--- src/rtl/cas_pkg.sv ---
// ----------------------------------------------------------------------------
// cas_pkg
// Shared widths, register indexes, status codes and reset values of the
// block-cyclic address scatter.
// ----------------------------------------------------------------------------
package cas_pkg;

    localparam int ADDR_W     = 48;
    localparam int LEN_W      = 48;
    localparam int BS_W       = 33;
    localparam int SP_W       = 48;
    localparam int TL_W       = 48;
    localparam int CFG_DATA_W = 48;
    localparam int CFG_IDX_W  = 2;
    localparam int STATUS_W   = 2;

    localparam logic [CFG_IDX_W-1:0] REG_BLOCK_SIZE    = 2'd0;
    localparam logic [CFG_IDX_W-1:0] REG_BLOCK_SPACING = 2'd1;
    localparam logic [CFG_IDX_W-1:0] REG_TOTAL_LENGTH  = 2'd2;

    localparam logic [STATUS_W-1:0] ST_OK       = 2'd0;
    localparam logic [STATUS_W-1:0] ST_TOO_MANY = 2'd1;
    localparam logic [STATUS_W-1:0] ST_INEXACT  = 2'd2;

    localparam logic [BS_W-1:0] RST_BLOCK_SIZE    = 33'd1048576;
    localparam logic [SP_W-1:0] RST_BLOCK_SPACING = 48'd8388608;
    localparam logic [TL_W-1:0] RST_TOTAL_LENGTH  = 48'd67108864;

endpackage

--- src/rtl/cas_if.sv ---
// ----------------------------------------------------------------------------
// cas_req_if / cas_chunk_if
// Valid/ready channels for request beats and chunk beats.
// ----------------------------------------------------------------------------
interface cas_req_if;
    import cas_pkg::*;

    logic              valid;
    logic              ready;
    logic [ADDR_W-1:0] request_address;
    logic [LEN_W-1:0]  request_length;

    modport source (output valid, output request_address, output request_length,
                    input ready);
    modport sink   (input valid, input request_address, input request_length,
                    output ready);
endinterface

interface cas_chunk_if;
    import cas_pkg::*;

    logic                valid;
    logic                ready;
    logic [ADDR_W-1:0]   chunk_address;
    logic [BS_W-1:0]     chunk_length;
    logic [LEN_W-1:0]    chunk_data_offset;
    logic                chunk_last;
    logic [STATUS_W-1:0] status;

    modport source (output valid, output chunk_address, output chunk_length,
                    output chunk_data_offset, output chunk_last, output status,
                    input ready);
    modport sink   (input valid, input chunk_address, input chunk_length,
                    input chunk_data_offset, input chunk_last, input status,
                    output ready);
endinterface

--- src/rtl/cas_div.sv ---
// ----------------------------------------------------------------------------
// cas_div
// Restoring bit-serial divider, one quotient bit per cycle.
// ----------------------------------------------------------------------------
module cas_div #(
    parameter int W = 48
) (
    input  logic         clk,
    input  logic         rst_n,
    input  logic         start,
    input  logic [W-1:0] dividend,
    input  logic [W-1:0] divisor,
    output logic         done,
    output logic [W-1:0] quo,
    output logic [W-1:0] rem
);
    localparam int CW = $clog2(W + 1);

    logic [W-1:0]  quo_reg;
    logic [W-1:0]  rem_reg;
    logic [W-1:0]  dvs_reg;
    logic [CW-1:0] cnt_reg;
    logic          busy_reg;
    logic          done_reg;
    logic [W:0]    trial;
    logic          fits;

    assign trial = {rem_reg, quo_reg[W-1]};
    assign fits  = trial >= {1'b0, dvs_reg};

    always_ff @(posedge clk or negedge rst_n)
    begin
        if (!rst_n)
        begin
            busy_reg <= 1'b0;
            done_reg <= 1'b0;
            cnt_reg  <= '0;
        end
        else
        begin
            done_reg <= 1'b0;
            if (start)
            begin
                busy_reg <= 1'b1;
                cnt_reg  <= CW'(W);
            end
            else if (busy_reg)
            begin
                cnt_reg <= cnt_reg - 1'b1;
                if (cnt_reg == CW'(1))
                begin
                    busy_reg <= 1'b0;
                    done_reg <= 1'b1;
                end
            end
        end
    end

    always_ff @(posedge clk)
    begin
        if (start)
        begin
            quo_reg <= dividend;
            rem_reg <= '0;
            dvs_reg <= divisor;
        end
        else if (busy_reg)
        begin
            if (fits)
            begin
                rem_reg <= W'(trial - {1'b0, dvs_reg});
                quo_reg <= {quo_reg[W-2:0], 1'b1};
            end
            else
            begin
                rem_reg <= trial[W-1:0];
                quo_reg <= {quo_reg[W-2:0], 1'b0};
            end
        end
    end

    assign done = done_reg;
    assign quo  = quo_reg;
    assign rem  = rem_reg;

endmodule

--- src/rtl/cas_mul.sv ---
// ----------------------------------------------------------------------------
// cas_mul
// Bit-serial shift-add multiply-accumulate, result modulo 2^W.
// ----------------------------------------------------------------------------
module cas_mul #(
    parameter int W = 48
) (
    input  logic         clk,
    input  logic         rst_n,
    input  logic         start,
    input  logic [W-1:0] a,
    input  logic [W-1:0] b,
    input  logic [W-1:0] acc_init,
    output logic         done,
    output logic [W-1:0] prod
);
    localparam int CW = $clog2(W + 1);

    logic [W-1:0]  a_reg;
    logic [W-1:0]  b_reg;
    logic [W-1:0]  acc_reg;
    logic [CW-1:0] cnt_reg;
    logic          busy_reg;
    logic          done_reg;

    always_ff @(posedge clk or negedge rst_n)
    begin
        if (!rst_n)
        begin
            busy_reg <= 1'b0;
            done_reg <= 1'b0;
            cnt_reg  <= '0;
        end
        else
        begin
            done_reg <= 1'b0;
            if (start)
            begin
                busy_reg <= 1'b1;
                cnt_reg  <= CW'(W);
            end
            else if (busy_reg)
            begin
                cnt_reg <= cnt_reg - 1'b1;
                if (cnt_reg == CW'(1))
                begin
                    busy_reg <= 1'b0;
                    done_reg <= 1'b1;
                end
            end
        end
    end

    always_ff @(posedge clk)
    begin
        if (start)
        begin
            a_reg   <= a;
            b_reg   <= b;
            acc_reg <= acc_init;
        end
        else if (busy_reg)
        begin
            if (b_reg[0])
            begin
                acc_reg <= acc_reg + a_reg;
            end
            a_reg <= {a_reg[W-2:0], 1'b0};
            b_reg <= {1'b0, b_reg[W-1:1]};
        end
    end

    assign done = done_reg;
    assign prod = acc_reg;

endmodule

--- src/rtl/block_cyclic_address_scatter.sv ---
// ----------------------------------------------------------------------------
// block_cyclic_address_scatter
// Cuts an access request at block boundaries and maps each block cyclically
// over the configured columns.
// ----------------------------------------------------------------------------
// Usage:
//   req   : one beat per request (address, length). Ready only when idle.
//   chunk : one beat per chunk, in ascending linear order, last beat marked.
//           A zero-length request gives no beat. A bad configuration or a
//           request needing more than MAX_CHUNKS chunks gives one status beat.
//   cfg   : write cfg_data to register cfg_index when cfg_we is high; only
//           while no request is in flight.
// Passes (operand width max(ADDR_BITS, 48)):
//   configuration check: two serial divides.
//   counting pass: one serial divide per chunk.
//   emitting pass: two divides and two multiplies per chunk, all bit-serial.
// Reset clears the control state and loads the default configuration.
// A stalled chunk beat is held in the output register; the block computes
// the next chunk meanwhile and waits only when that one is ready too.
// ----------------------------------------------------------------------------
module block_cyclic_address_scatter #(
    parameter int MAX_CHUNKS = 64,
    parameter int ADDR_BITS  = 48
) (
    input  logic                         clk,
    input  logic                         rst_n,
    input  logic                         cfg_we,
    input  logic [cas_pkg::CFG_IDX_W-1:0]  cfg_index,
    input  logic [cas_pkg::CFG_DATA_W-1:0] cfg_data,
    cas_req_if.sink                      req,
    cas_chunk_if.source                  chunk
);
    import cas_pkg::*;

    localparam int DW    = (ADDR_BITS > 48) ? ADDR_BITS : 48;
    localparam int CNT_W = $clog2(MAX_CHUNKS + 1);

    typedef enum logic [9:0] {
        S_IDLE  = 10'b0000000001,
        S_CFG1  = 10'b0000000010,
        S_CFG2  = 10'b0000000100,
        S_PDIV  = 10'b0000001000,
        S_EDIV1 = 10'b0000010000,
        S_EDIV2 = 10'b0000100000,
        S_MUL1  = 10'b0001000000,
        S_MUL2  = 10'b0010000000,
        S_EMIT  = 10'b0100000000,
        S_ERR   = 10'b1000000000
    } state_t;

    state_t                state_reg;
    logic [BS_W-1:0]       bs_reg;
    logic [SP_W-1:0]       sp_reg;
    logic [TL_W-1:0]       tl_reg;
    logic [ADDR_BITS-1:0]  addr0_reg;
    logic [LEN_W-1:0]      len0_reg;
    logic [ADDR_BITS-1:0]  cur_reg;
    logic [LEN_W-1:0]      rem_reg;
    logic [LEN_W-1:0]      doff_reg;
    logic [CNT_W-1:0]      cnt_reg;
    logic [DW-1:0]         cycles_reg;
    logic [BS_W-1:0]       inblk_reg;
    logic [BS_W-1:0]       len_reg;
    logic [DW-1:0]         row_reg;
    logic [STATUS_W-1:0]   err_reg;

    logic                  div_go_reg;
    logic [DW-1:0]         div_a_reg;
    logic [DW-1:0]         div_b_reg;
    logic                  mul_go_reg;
    logic [DW-1:0]         mul_a_reg;
    logic [DW-1:0]         mul_b_reg;
    logic [DW-1:0]         mul_c_reg;

    logic                  ov_reg;
    logic [ADDR_W-1:0]     o_addr_reg;
    logic [BS_W-1:0]       o_len_reg;
    logic [LEN_W-1:0]      o_doff_reg;
    logic                  o_last_reg;
    logic [STATUS_W-1:0]   o_status_reg;

    logic                  div_done;
    logic [DW-1:0]         div_quo;
    logic [DW-1:0]         div_rem;
    logic                  mul_done;
    logic [DW-1:0]         mul_prod;

    logic [BS_W-1:0]       room;
    logic [BS_W-1:0]       p_len;
    logic [ADDR_BITS-1:0]  cur_p;
    logic [ADDR_BITS-1:0]  cur_e;
    logic [DW-1:0]         req_addr_ext;
    logic [DW-1:0]         out_addr_ext;
    logic                  out_free;
    logic                  e_last;

    cas_div #(.W(DW)) u_div (
        .clk      (clk),
        .rst_n    (rst_n),
        .start    (div_go_reg),
        .dividend (div_a_reg),
        .divisor  (div_b_reg),
        .done     (div_done),
        .quo      (div_quo),
        .rem      (div_rem)
    );

    cas_mul #(.W(DW)) u_mul (
        .clk      (clk),
        .rst_n    (rst_n),
        .start    (mul_go_reg),
        .a        (mul_a_reg),
        .b        (mul_b_reg),
        .acc_init (mul_c_reg),
        .done     (mul_done),
        .prod     (mul_prod)
    );

    assign room         = bs_reg - div_rem[BS_W-1:0];
    assign p_len        = (rem_reg < LEN_W'(room)) ? rem_reg[BS_W-1:0] : room;
    assign cur_p        = cur_reg + ADDR_BITS'(p_len);
    assign cur_e        = cur_reg + ADDR_BITS'(len_reg);
    assign req_addr_ext = DW'(req.request_address);
    assign out_addr_ext = DW'(mul_prod[ADDR_BITS-1:0]);
    assign out_free     = !ov_reg || chunk.ready;
    assign e_last       = rem_reg == LEN_W'(len_reg);

    assign req.ready               = (state_reg == S_IDLE);
    assign chunk.valid             = ov_reg;
    assign chunk.chunk_address     = o_addr_reg;
    assign chunk.chunk_length      = o_len_reg;
    assign chunk.chunk_data_offset = o_doff_reg;
    assign chunk.chunk_last        = o_last_reg;
    assign chunk.status            = o_status_reg;

    always_ff @(posedge clk or negedge rst_n)
    begin
        if (!rst_n)
        begin
            bs_reg <= RST_BLOCK_SIZE;
            sp_reg <= RST_BLOCK_SPACING;
            tl_reg <= RST_TOTAL_LENGTH;
        end
        else if (cfg_we)
        begin
            case (cfg_index)
                REG_BLOCK_SIZE:    bs_reg <= cfg_data[BS_W-1:0];
                REG_BLOCK_SPACING: sp_reg <= cfg_data[SP_W-1:0];
                REG_TOTAL_LENGTH:  tl_reg <= cfg_data[TL_W-1:0];
                default:           ;
            endcase
        end
    end

    always_ff @(posedge clk or negedge rst_n)
    begin
        if (!rst_n)
        begin
            state_reg  <= S_IDLE;
            div_go_reg <= 1'b0;
            mul_go_reg <= 1'b0;
            ov_reg     <= 1'b0;
            cnt_reg    <= '0;
        end
        else
        begin
            div_go_reg <= 1'b0;
            mul_go_reg <= 1'b0;
            if (ov_reg && chunk.ready)
            begin
                ov_reg <= 1'b0;
            end
            case (state_reg)
                S_IDLE:
                begin
                    if (req.valid)
                    begin
                        if (req.request_length != '0)
                        begin
                            if (bs_reg == '0 || sp_reg == '0)
                            begin
                                err_reg   <= ST_INEXACT;
                                state_reg <= S_ERR;
                            end
                            else
                            begin
                                div_go_reg <= 1'b1;
                                div_a_reg  <= DW'(tl_reg);
                                div_b_reg  <= DW'(sp_reg);
                                state_reg  <= S_CFG1;
                            end
                        end
                    end
                end
                S_CFG1:
                begin
                    if (div_done)
                    begin
                        cycles_reg <= div_quo;
                        if (div_quo == '0 || div_rem != '0)
                        begin
                            err_reg   <= ST_INEXACT;
                            state_reg <= S_ERR;
                        end
                        else
                        begin
                            div_go_reg <= 1'b1;
                            div_a_reg  <= DW'(sp_reg);
                            div_b_reg  <= DW'(bs_reg);
                            state_reg  <= S_CFG2;
                        end
                    end
                end
                S_CFG2:
                begin
                    if (div_done)
                    begin
                        if (div_rem != '0)
                        begin
                            err_reg   <= ST_INEXACT;
                            state_reg <= S_ERR;
                        end
                        else
                        begin
                            cur_reg    <= addr0_reg;
                            rem_reg    <= len0_reg;
                            cnt_reg    <= '0;
                            div_go_reg <= 1'b1;
                            div_a_reg  <= DW'(addr0_reg);
                            div_b_reg  <= DW'(bs_reg);
                            state_reg  <= S_PDIV;
                        end
                    end
                end
                S_PDIV:
                begin
                    if (div_done)
                    begin
                        if (cnt_reg == CNT_W'(MAX_CHUNKS))
                        begin
                            err_reg   <= ST_TOO_MANY;
                            state_reg <= S_ERR;
                        end
                        else
                        begin
                            cnt_reg    <= cnt_reg + 1'b1;
                            div_go_reg <= 1'b1;
                            div_b_reg  <= DW'(bs_reg);
                            if (rem_reg == LEN_W'(p_len))
                            begin
                                cur_reg   <= addr0_reg;
                                rem_reg   <= len0_reg;
                                doff_reg  <= '0;
                                div_a_reg <= DW'(addr0_reg);
                                state_reg <= S_EDIV1;
                            end
                            else
                            begin
                                cur_reg   <= cur_p;
                                rem_reg   <= rem_reg - LEN_W'(p_len);
                                div_a_reg <= DW'(cur_p);
                            end
                        end
                    end
                end
                S_EDIV1:
                begin
                    if (div_done)
                    begin
                        inblk_reg  <= div_rem[BS_W-1:0];
                        len_reg    <= p_len;
                        div_go_reg <= 1'b1;
                        div_a_reg  <= div_quo;
                        div_b_reg  <= cycles_reg;
                        state_reg  <= S_EDIV2;
                    end
                end
                S_EDIV2:
                begin
                    if (div_done)
                    begin
                        row_reg    <= div_quo;
                        mul_go_reg <= 1'b1;
                        mul_a_reg  <= div_rem;
                        mul_b_reg  <= DW'(sp_reg);
                        mul_c_reg  <= DW'(inblk_reg);
                        state_reg  <= S_MUL1;
                    end
                end
                S_MUL1:
                begin
                    if (mul_done)
                    begin
                        mul_go_reg <= 1'b1;
                        mul_a_reg  <= row_reg;
                        mul_b_reg  <= DW'(bs_reg);
                        mul_c_reg  <= mul_prod;
                        state_reg  <= S_MUL2;
                    end
                end
                S_MUL2:
                begin
                    if (mul_done)
                    begin
                        state_reg <= S_EMIT;
                    end
                end
                S_EMIT:
                begin
                    if (out_free)
                    begin
                        ov_reg       <= 1'b1;
                        o_addr_reg   <= out_addr_ext[ADDR_W-1:0];
                        o_len_reg    <= len_reg;
                        o_doff_reg   <= doff_reg;
                        o_last_reg   <= e_last;
                        o_status_reg <= ST_OK;
                        doff_reg     <= doff_reg + LEN_W'(len_reg);
                        cur_reg      <= cur_e;
                        rem_reg      <= rem_reg - LEN_W'(len_reg);
                        if (e_last)
                        begin
                            state_reg <= S_IDLE;
                        end
                        else
                        begin
                            div_go_reg <= 1'b1;
                            div_a_reg  <= DW'(cur_e);
                            div_b_reg  <= DW'(bs_reg);
                            state_reg  <= S_EDIV1;
                        end
                    end
                end
                S_ERR:
                begin
                    if (out_free)
                    begin
                        ov_reg       <= 1'b1;
                        o_addr_reg   <= '0;
                        o_len_reg    <= '0;
                        o_doff_reg   <= '0;
                        o_last_reg   <= 1'b1;
                        o_status_reg <= err_reg;
                        state_reg    <= S_IDLE;
                    end
                end
                default:
                begin
                    state_reg <= S_IDLE;
                end
            endcase
        end
    end

    always_ff @(posedge clk)
    begin
        if (state_reg == S_IDLE && req.valid)
        begin
            addr0_reg <= req_addr_ext[ADDR_BITS-1:0];
            len0_reg  <= req.request_length;
        end
    end

    a_cnt_bound: assert property (@(posedge clk) disable iff (!rst_n)
        cnt_reg <= CNT_W'(MAX_CHUNKS))
        else $error("chunk count beyond limit");

    a_state_onehot: assert property (@(posedge clk) disable iff (!rst_n)
        $onehot(state_reg))
        else $error("state not one-hot");

    a_emit_len: assert property (@(posedge clk) disable iff (!rst_n)
        state_reg == S_EMIT |-> len_reg != '0)
        else $error("empty chunk about to be sent");

    a_err_last: assert property (@(posedge clk) disable iff (!rst_n)
        ov_reg && o_status_reg != ST_OK |-> o_last_reg && o_len_reg == '0)
        else $error("status beat not final or not empty");

endmodule

--- src/flat_wrapper.sv ---
// flat-port wrapper written by rule: the top's interface ports become plain ports
module block_cyclic_address_scatter_flat import cas_pkg::*;
#(
    parameter int MAX_CHUNKS = 64,
    parameter int ADDR_BITS  = 48
)
  (clk, rst_n, cfg_we, cfg_index, cfg_data, req_valid, req_request_address, req_request_length, req_ready, chunk_valid, chunk_chunk_address, chunk_chunk_length, chunk_chunk_data_offset, chunk_chunk_last, chunk_status, chunk_ready);
  cas_req_if req_i ();
  cas_chunk_if chunk_i ();
  input  logic clk;
  input  logic rst_n;
  input  logic cfg_we;
  input  logic [cas_pkg::CFG_IDX_W-1:0] cfg_index;
  input  logic [cas_pkg::CFG_DATA_W-1:0] cfg_data;
  input wire logic [$bits(req_i.valid)-1:0] req_valid;
  input wire logic [$bits(req_i.request_address)-1:0] req_request_address;
  input wire logic [$bits(req_i.request_length)-1:0] req_request_length;
  output wire logic [$bits(req_i.ready)-1:0] req_ready;
  output wire logic [$bits(chunk_i.valid)-1:0] chunk_valid;
  output wire logic [$bits(chunk_i.chunk_address)-1:0] chunk_chunk_address;
  output wire logic [$bits(chunk_i.chunk_length)-1:0] chunk_chunk_length;
  output wire logic [$bits(chunk_i.chunk_data_offset)-1:0] chunk_chunk_data_offset;
  output wire logic [$bits(chunk_i.chunk_last)-1:0] chunk_chunk_last;
  output wire logic [$bits(chunk_i.status)-1:0] chunk_status;
  input wire logic [$bits(chunk_i.ready)-1:0] chunk_ready;
  assign req_i.valid = req_valid;
  assign req_i.request_address = req_request_address;
  assign req_i.request_length = req_request_length;
  assign req_ready = req_i.ready;
  assign chunk_valid = chunk_i.valid;
  assign chunk_chunk_address = chunk_i.chunk_address;
  assign chunk_chunk_length = chunk_i.chunk_length;
  assign chunk_chunk_data_offset = chunk_i.chunk_data_offset;
  assign chunk_chunk_last = chunk_i.chunk_last;
  assign chunk_status = chunk_i.status;
  assign chunk_i.ready = chunk_ready;
  block_cyclic_address_scatter #(.MAX_CHUNKS(MAX_CHUNKS), .ADDR_BITS(ADDR_BITS)) u_core (.clk(clk), .rst_n(rst_n), .cfg_we(cfg_we), .cfg_index(cfg_index), .cfg_data(cfg_data), .req(req_i), .chunk(chunk_i));
endmodule
--- config.mk ---
export PLATFORM = sky130hd
export DESIGN_NAME = block_cyclic_address_scatter_flat
export DESIGN_NICKNAME = d
export VERILOG_FILES = /design/src/rtl/cas_pkg.sv /design/src/rtl/cas_if.sv /design/src/rtl/cas_div.sv /design/src/rtl/cas_mul.sv /design/src/rtl/block_cyclic_address_scatter.sv /design/src/flat_wrapper.sv
export SDC_FILE = /design/constraint.sdc
export NUM_CORES = 2
export LEC_CHECK = 0
export BUFFER_PORTS_ARGS = -buffer_cell sky130_fd_sc_hd__clkbuf_2
export CELL_PAD_IN_SITES_DETAIL_PLACEMENT = 0
export CELL_PAD_IN_SITES_GLOBAL_PLACEMENT = 2
export CORE_MARGIN = 4
export CORE_UTILIZATION = 25
export DETAILED_ROUTE_END_ITERATION = 10
export PLACE_DENSITY = 0.52
export SYNTH_ARGS = -nofsm -noshare
export SYNTH_HDL_FRONTEND = slang
export SYNTH_SLANG_ARGS = --single-unit
--- constraint.sdc ---
create_clock -name clk -period 14.1 [get_ports clk]
set_input_delay 0.705 -clock clk [delete_from_list [all_inputs] [get_ports clk]]
set_output_delay 0.705 -clock clk [all_outputs]
set_load 0.02 [all_outputs]
=== After elaboration in Yosys (flattened, before gate mapping) ===
Index checks and enable logic that the tools add are counted.

* Register bits after elaboration: 1229
* Input port bits: 151
* Output and inout port bits: 134
* Logic and storage cells: 273

* $add $sub $neg: 11
* Magnitude comparators: 2
* Eq/ne operators: 39
* Muxes and demuxes: 143
* Reductions and logical operators: 38

{| class="wikitable"
|+ Operator list
! cell !! count
|-
| $mux W48 || 55
|-
| $pmux W48 S2 || 6
|-
| $pmux W48 S6 || 2
|-
| $pmux W48 S3 || 2
|-
| $mux W10 || 16
|-
| $add A48 B33 Y48 || 3
|-
| $pmux W10 S10 || 1
|-
| $mux W33 || 3
|-
| $eq A48 B33 Y1 || 2
|-
| $logic_not A48 Y1 || 2
|-
| $reduce_bool A48 Y1 || 2
|-
| $sub A48 B33 Y48 || 2
|-
| $pmux W33 S2 || 1
|-
| $ge A49 B48 Y1 || 1
|-
| $add A48 B48 Y48 || 1
|-
| $lt A48 B33 Y1 || 1
|-
| $sub A48 B48 Y48 || 1
|-
| $logic_not A33 Y1 || 1
|-
| $sub A33 B33 Y33 || 1
|-
| $mux W1 || 31
|-
| $mux W7 || 4
|-
| $ne A2 B2 Y1 const B || 13
|-
| $mux W6 || 4
|-
| $mux W2 || 11
|-
| 42 further kinds || 67
|}

=== Depth between registers and ports, before layout ===
* Depth in word-level cells: 8
* Gate-level depth with buffers: 39
* Mapped depth without buffers: 37

=== Hierarchy ===
A second synthesis with hierarchy kept.

* Cells, all modules: 6167
* Area total of the unflattened synthesis: 67264.5 um^2

{| class="wikitable"
|+ By module, submodules not included
! module !! times used !! cells each !! area each (um^2) !! seq. area each (um^2)
|-
| block_cyclic_address_scatter || 1 || 4459 || 49301.0 || 27035.9
|-
| cas_mul || 1 || 795 || 9017.4 || 4524.3
|-
| cas_div || 1 || 913 || 8946.1 || 4043.9
|}

=== Worst setup path before layout ===
Ideal clock, no wire load.

* Path type: flip-flop to flip-flop
* From: reg u_core.state_reg[4]
* To: reg u_core.div_a_reg[0] (enable)
* Setup time: 0.669 ns
* Arrival time: 8.902 ns
* Required time: 13.431 ns
* Setup slack: 4.529 ns
* Cell stages (with the launch flop): 11
* Path buffers: 3
* Period minus slack after synthesis: 9.571 ns
* Path through: dfrtp_1 > clkbuf_1 > nor4_1 > nand2_1 > nor4_2 > or3_1 > clkbuf_1 > or2_2 > clkbuf_1 > o21ai_0 > nor3_1

* Longest elaborated chain between the ends: 3
* Elaborated cells on any way between the ends: 20
* Classes of those cells: eq/ne (18); reduce/logical (2)

{| class="wikitable"
|+ Ends and longest elaborated chain
! what !! RTL line !! RTL
|-
| start, declared || block_cyclic_address_scatter.sv:51 || <nowiki>state_t state_reg;</nowiki>
|-
| start signal, assigned || block_cyclic_address_scatter.sv:159 || <nowiki>state_reg <= S_IDLE;</nowiki>
|-
| start signal, assigned || block_cyclic_address_scatter.sv:183 || <nowiki>state_reg <= S_ERR;</nowiki>
|-
| start signal, assigned || block_cyclic_address_scatter.sv:190 || <nowiki>state_reg <= S_CFG1;</nowiki>
|-
| $eq A10 B1 Y1 (tied with other cells) || block_cyclic_address_scatter.sv:173 || <nowiki>case (state_reg)</nowiki>
|-
| $reduce_bool A6 Y1 (no line) (tied with other cells) || - ||
|-
| $reduce_and A14 Y1 (no line) * || - ||
|-
| end signal, assigned || block_cyclic_address_scatter.sv:188 || <nowiki>div_a_reg <= DW'(tl_reg);</nowiki>
|-
| end signal, assigned || block_cyclic_address_scatter.sv:208 || <nowiki>div_a_reg <= DW'(sp_reg);</nowiki>
|-
| end signal, assigned || block_cyclic_address_scatter.sv:229 || <nowiki>div_a_reg <= DW'(addr0_reg);</nowiki>
|-
| end, declared || block_cyclic_address_scatter.sv:68 || <nowiki>logic [DW-1:0] div_a_reg;</nowiki>
|}

Every way passes the cells marked *; elsewhere a longest branch is shown, timed or not.
A chain may end at the register's enable or synchronous reset.

=== Worst setup path in the final report ===
* From: reg u_core.u_div.rem_reg[2], in the netlist u_core.u_div.rem[2]
* To: reg u_core.rem_reg[44], data pin

* Longest elaborated chain between the ends: 8
* Elaborated cells on any way between the ends: 9
* Classes of those cells: add/sub (2); order compare (1); eq/ne (1); mux (5)

{| class="wikitable"
|+ Ends and longest elaborated chain
! what !! RTL line !! RTL
|-
| start, declared || cas_div.sv:20 || <nowiki>logic [W-1:0] rem_reg;</nowiki>
|-
| start signal, assigned || cas_div.sv:71 || <nowiki>rem_reg <= W'(trial - {1'b0, dvs_reg});</nowiki>
|-
| start signal, assigned || cas_div.sv:76 || <nowiki>rem_reg <= trial[W-1:0];</nowiki>
|-
| $sub A33 B33 Y33 * || block_cyclic_address_scatter.sv:119 || <nowiki>assign room = bs_reg - div_rem[BS_W-1:0];</nowiki>
|-
| $lt A48 B33 Y1 * || block_cyclic_address_scatter.sv:120 || <nowiki>assign p_len = (rem_reg < LEN_W'(room)) ? rem_reg[BS_W-1:0] : room;</nowiki>
|-
| $mux W33 * || block_cyclic_address_scatter.sv:120 ||
|-
| via u_core.p_len[0] || block_cyclic_address_scatter.sv:89 || <nowiki>logic [BS_W-1:0] p_len;</nowiki>
|-
| $sub A48 B33 Y48 or $eq A48 B33 Y1 (tied branches) || block_cyclic_address_scatter.sv:260, block_cyclic_address_scatter.sv:249 ||
|-
| $mux W48 * || block_cyclic_address_scatter.sv:249 || <nowiki>if (rem_reg == LEN_W'(p_len))</nowiki>
|-
| $mux W48 * || block_cyclic_address_scatter.sv:239 || <nowiki>if (cnt_reg == CNT_W'(MAX_CHUNKS))</nowiki>
|-
| $mux W48 * || block_cyclic_address_scatter.sv:237 || <nowiki>if (div_done)</nowiki>
|-
| $pmux W48 S3 * || block_cyclic_address_scatter.sv:173 ||
|-
| end signal, assigned || block_cyclic_address_scatter.sv:226 || <nowiki>rem_reg <= len0_reg;</nowiki>
|-
| end signal, assigned || block_cyclic_address_scatter.sv:252 || <nowiki>rem_reg <= len0_reg;</nowiki>
|-
| end signal, assigned || block_cyclic_address_scatter.sv:260 || <nowiki>rem_reg <= rem_reg - LEN_W'(p_len);</nowiki>
|-
| end, declared || block_cyclic_address_scatter.sv:58 || <nowiki>logic [LEN_W-1:0] rem_reg;</nowiki>
|}

The timed path passes the listed nets; every way through them passes the cells marked *. The select of a mux whose other input is x is not followed.

==> results.toml <==
[clocking]
cts.clk_slew.worst_paths_ps = 60
postCtsSetupBuffers = 0
cts_resized = 0
postCtsHoldBufs = 57
cts_tree = "done"
cts.path.max_buffers = 3
cts-root-buf = "clkbuf_16"
worstSkewPairLatency_ps = 820
cts_made_buffers = 157
cts_sinks = 1229
htreeDepth = 4

[floorplan]
die-height_um = 527
initial_core_util = 0.251
fp-row-count = 190
dieArea_mm2 = 0.278
die_w_um = 527
core-area_mm2 = 0.268
pin_count = 285

[sta]
max_freq_mhz = 96.9
rsz0062_at_grt = "no"
maxSlewViolCount = 0
tightest_slew_ps = 1240
setup-violations-final = 0
finalCritPeriodShare = 0.732
finalCriticalPeriod_ps = 10320
relSlewSlack = 0.152
setup_tns_ps = 0
hold_viol_final = 0
fin_skew_ps = 53.2

[detailed_routing]
via_per_inst = 4.86
wl_um = 255000
first_pass_iters = 9
vias = 49300
first_iter_violations = 3749
wl_per_cell_um = 25.2
ant_nets = 0
drc = 0

[worst_setup_path]
max_stage_delay_ps = 790
cp-start-kind = "register"
critPathCaptureType = "register"
crit_required_ps = 14670
r2r_start = "u_core.u_div.rem[2]$_SDFFE_PP0P_"
crit_path_start = "u_core.u_div.rem[2]$_SDFFE_PP0P_"
r2r_setup_slack_ps = 3780
cp_data_arrival_time_ps = 10890
timing.rr.end = "u_core.rem_reg[44]$_DFFE_PP_"
reg2regPathDepth = 37
crit_end = "u_core.rem_reg[44]$_DFFE_PP_"
path_class = "reg2reg"
cp_slowest_cell = "nor4b_2"
cp_max_fo = 39

[grt]
overflow = 0
antenna_found_initial = 14
track_usage = 0.179
grt_pass1_wl_um = 368000
grt_pass1_vias = 50100
grt_max_degree = 160

[pwr]
total_power_mw = 16.0
ir_drop_uv = 136
p_leak_nw = 30.1
power.density_mw_per_mm2 = 202

[yosys]
synth_edf_count = 1016
synth_ff_type = "edfxtp_1"
synth_nets = 6642
syn_area_per_cell_um2 = 11.0
netlist_area_mm2 = 0.0674
ys_types = 107
synth_seq_area_share = 0.528
async_reset_ff_frac = 0.134
yosysWarningCount = 0
synthCells = 6151
ys_ff_latch = 1229

[status]
outcome = "finished clean"

[placement]
gp_congestion = 0.837
hpwlAfterDp_um = 190000
portBuffers = 284

[job]
maxCapViolCount = 0

[hold_path]
min_path_type = "in2reg"

[finish]
nets = 6944
final_common_cell = "edfxtp_1"
drive_gt1_frac = 0.155
fillCellCount = 27800
area_growth_syn_to_layout_pct = 17.1
layout_common_cells = "1016 x edfxtp_1, 827 x nand2_1, 358 x nor2_1"
==> layer usage <==
layer  vias up  global-route usage  share of wire
met5         -                   0              0
met4         0              0.0591          0.034
met3       280              0.0241          0.038
met2       987               0.285           0.45
met1     24500               0.251           0.48
li1      23500                   -              -
==> worst min-delay path by stage <==
stage / from / end / slack (ps) / depth (start not counted)
2_1_floorplan: u_core.div_b_reg[0]$_DFFE_PP_ / u_core.u_div.dvs_reg[0]$_DFFE_PP_ / 400 / 0
3_3_place_gp: u_core.div_b_reg[13]$_DFFE_PP_ / u_core.u_div.dvs_reg[13]$_DFFE_PP_ / 400 / 0
3_5_place_dp: u_core.div_b_reg[41]$_DFFE_PP_ / u_core.u_div.dvs_reg[41]$_DFFE_PP_ / 400 / 0
4_1_cts: req_request_address[27] / u_core.addr0_reg[27]$_DFFE_PP_ / 0.1 / 1
5_1_grt: req_request_address[27] / u_core.addr0_reg[27]$_DFFE_PP_ / 10 / 1
6_report: req_request_address[27] / u_core.addr0_reg[27]$_DFFE_PP_ / 80 / 1
==> cells in the mapped netlist (all sizes together) (48+ instances only) <==
master,instances,area (um2)
nand3,138,701
and3,52,325
nor4,78,515
clkbuf,227,852
nor2b,141,882
and2,67,422
edfxtp,1016,30500
inv,228,856
a21o,191,1430
nor3,77,385
dfrtp,161,4030
nor2,370,1400
a21oi,350,1760
nand2,829,3110
dfxtp,48,961
mux2i,51,510
xnor2,158,1380
xor2,122,1070
nand2b,50,313
nand4,62,388
a222oi,54,541
ha,332,4150
o21ai,338,1690
mux2,309,3550
buf,51,280
a22oi,81,608
==> stage by stage <==
stage | instance area [um2] | worst slack [ps] | hold slack (ps) | instances | util
floorplan | 67400 | 4530 | 400 | 6151 | -
global placement | 73000 | 3780 | 401 | 9789 | 0.272
detailed placement | 73000 | 3810 | 405 | 9789 | 0.272
CTS | 78900 | 3780 | 0.0972 | 10100 | 0.294
global route | 78900 | 2960 | 12.9 | 10100 | 0.294
finish | 79000 | 3780 | 79.3 | 10100 | 0.294
==> final cells by class <==
class                           count  area, um2  area share
Clock inverter                     90       1050      0.0133
Sequential cell                  1229      35600       0.451
Multi-Input combinational cell   4415      30000       0.380
Inverter                          229        865      0.0109
Timing Repair Buffer              421       2640      0.0334
Antenna cell                       10       25.0    0.000317
Tap cell                         3552       4440      0.0563
Clock buffer                      202       4300      0.0545
==> kinds of logic after synthesis <==
kind of cell             after synthesis  synth area share
AND/OR/NAND/NOR                     1968             0.137
AO/OA/AOI/OAI                       1467             0.145
adder cells (fa/ha/maj)              340            0.0640
multiplexers                         360            0.0602
XOR/XNOR                             280            0.0364
buffers and inverters                507            0.0295
flip-flops                          1229             0.528
==> critical path, delay by kind of cell (launching register included) <==
kind                     cells  cell delay, ps
buffers and inverters        4             810
XOR/XNOR                     1             210
multiplexers                 1             460
flip-flops                   1             440
AND/OR/NAND/NOR              5            1400
adder cells (fa/ha/maj)      4            1350
AO/OA/AOI/OAI               22            5380
==> power by group <==
group	internal, mW	leakage, nW	switching (mW)
clock	2.50	2.58	1.71
combinational	2.40	15.7	4.08
sequential	4.66	11.7	0.613
total	9.56	30.1	6.40
(Power assumes the default switching activity.)
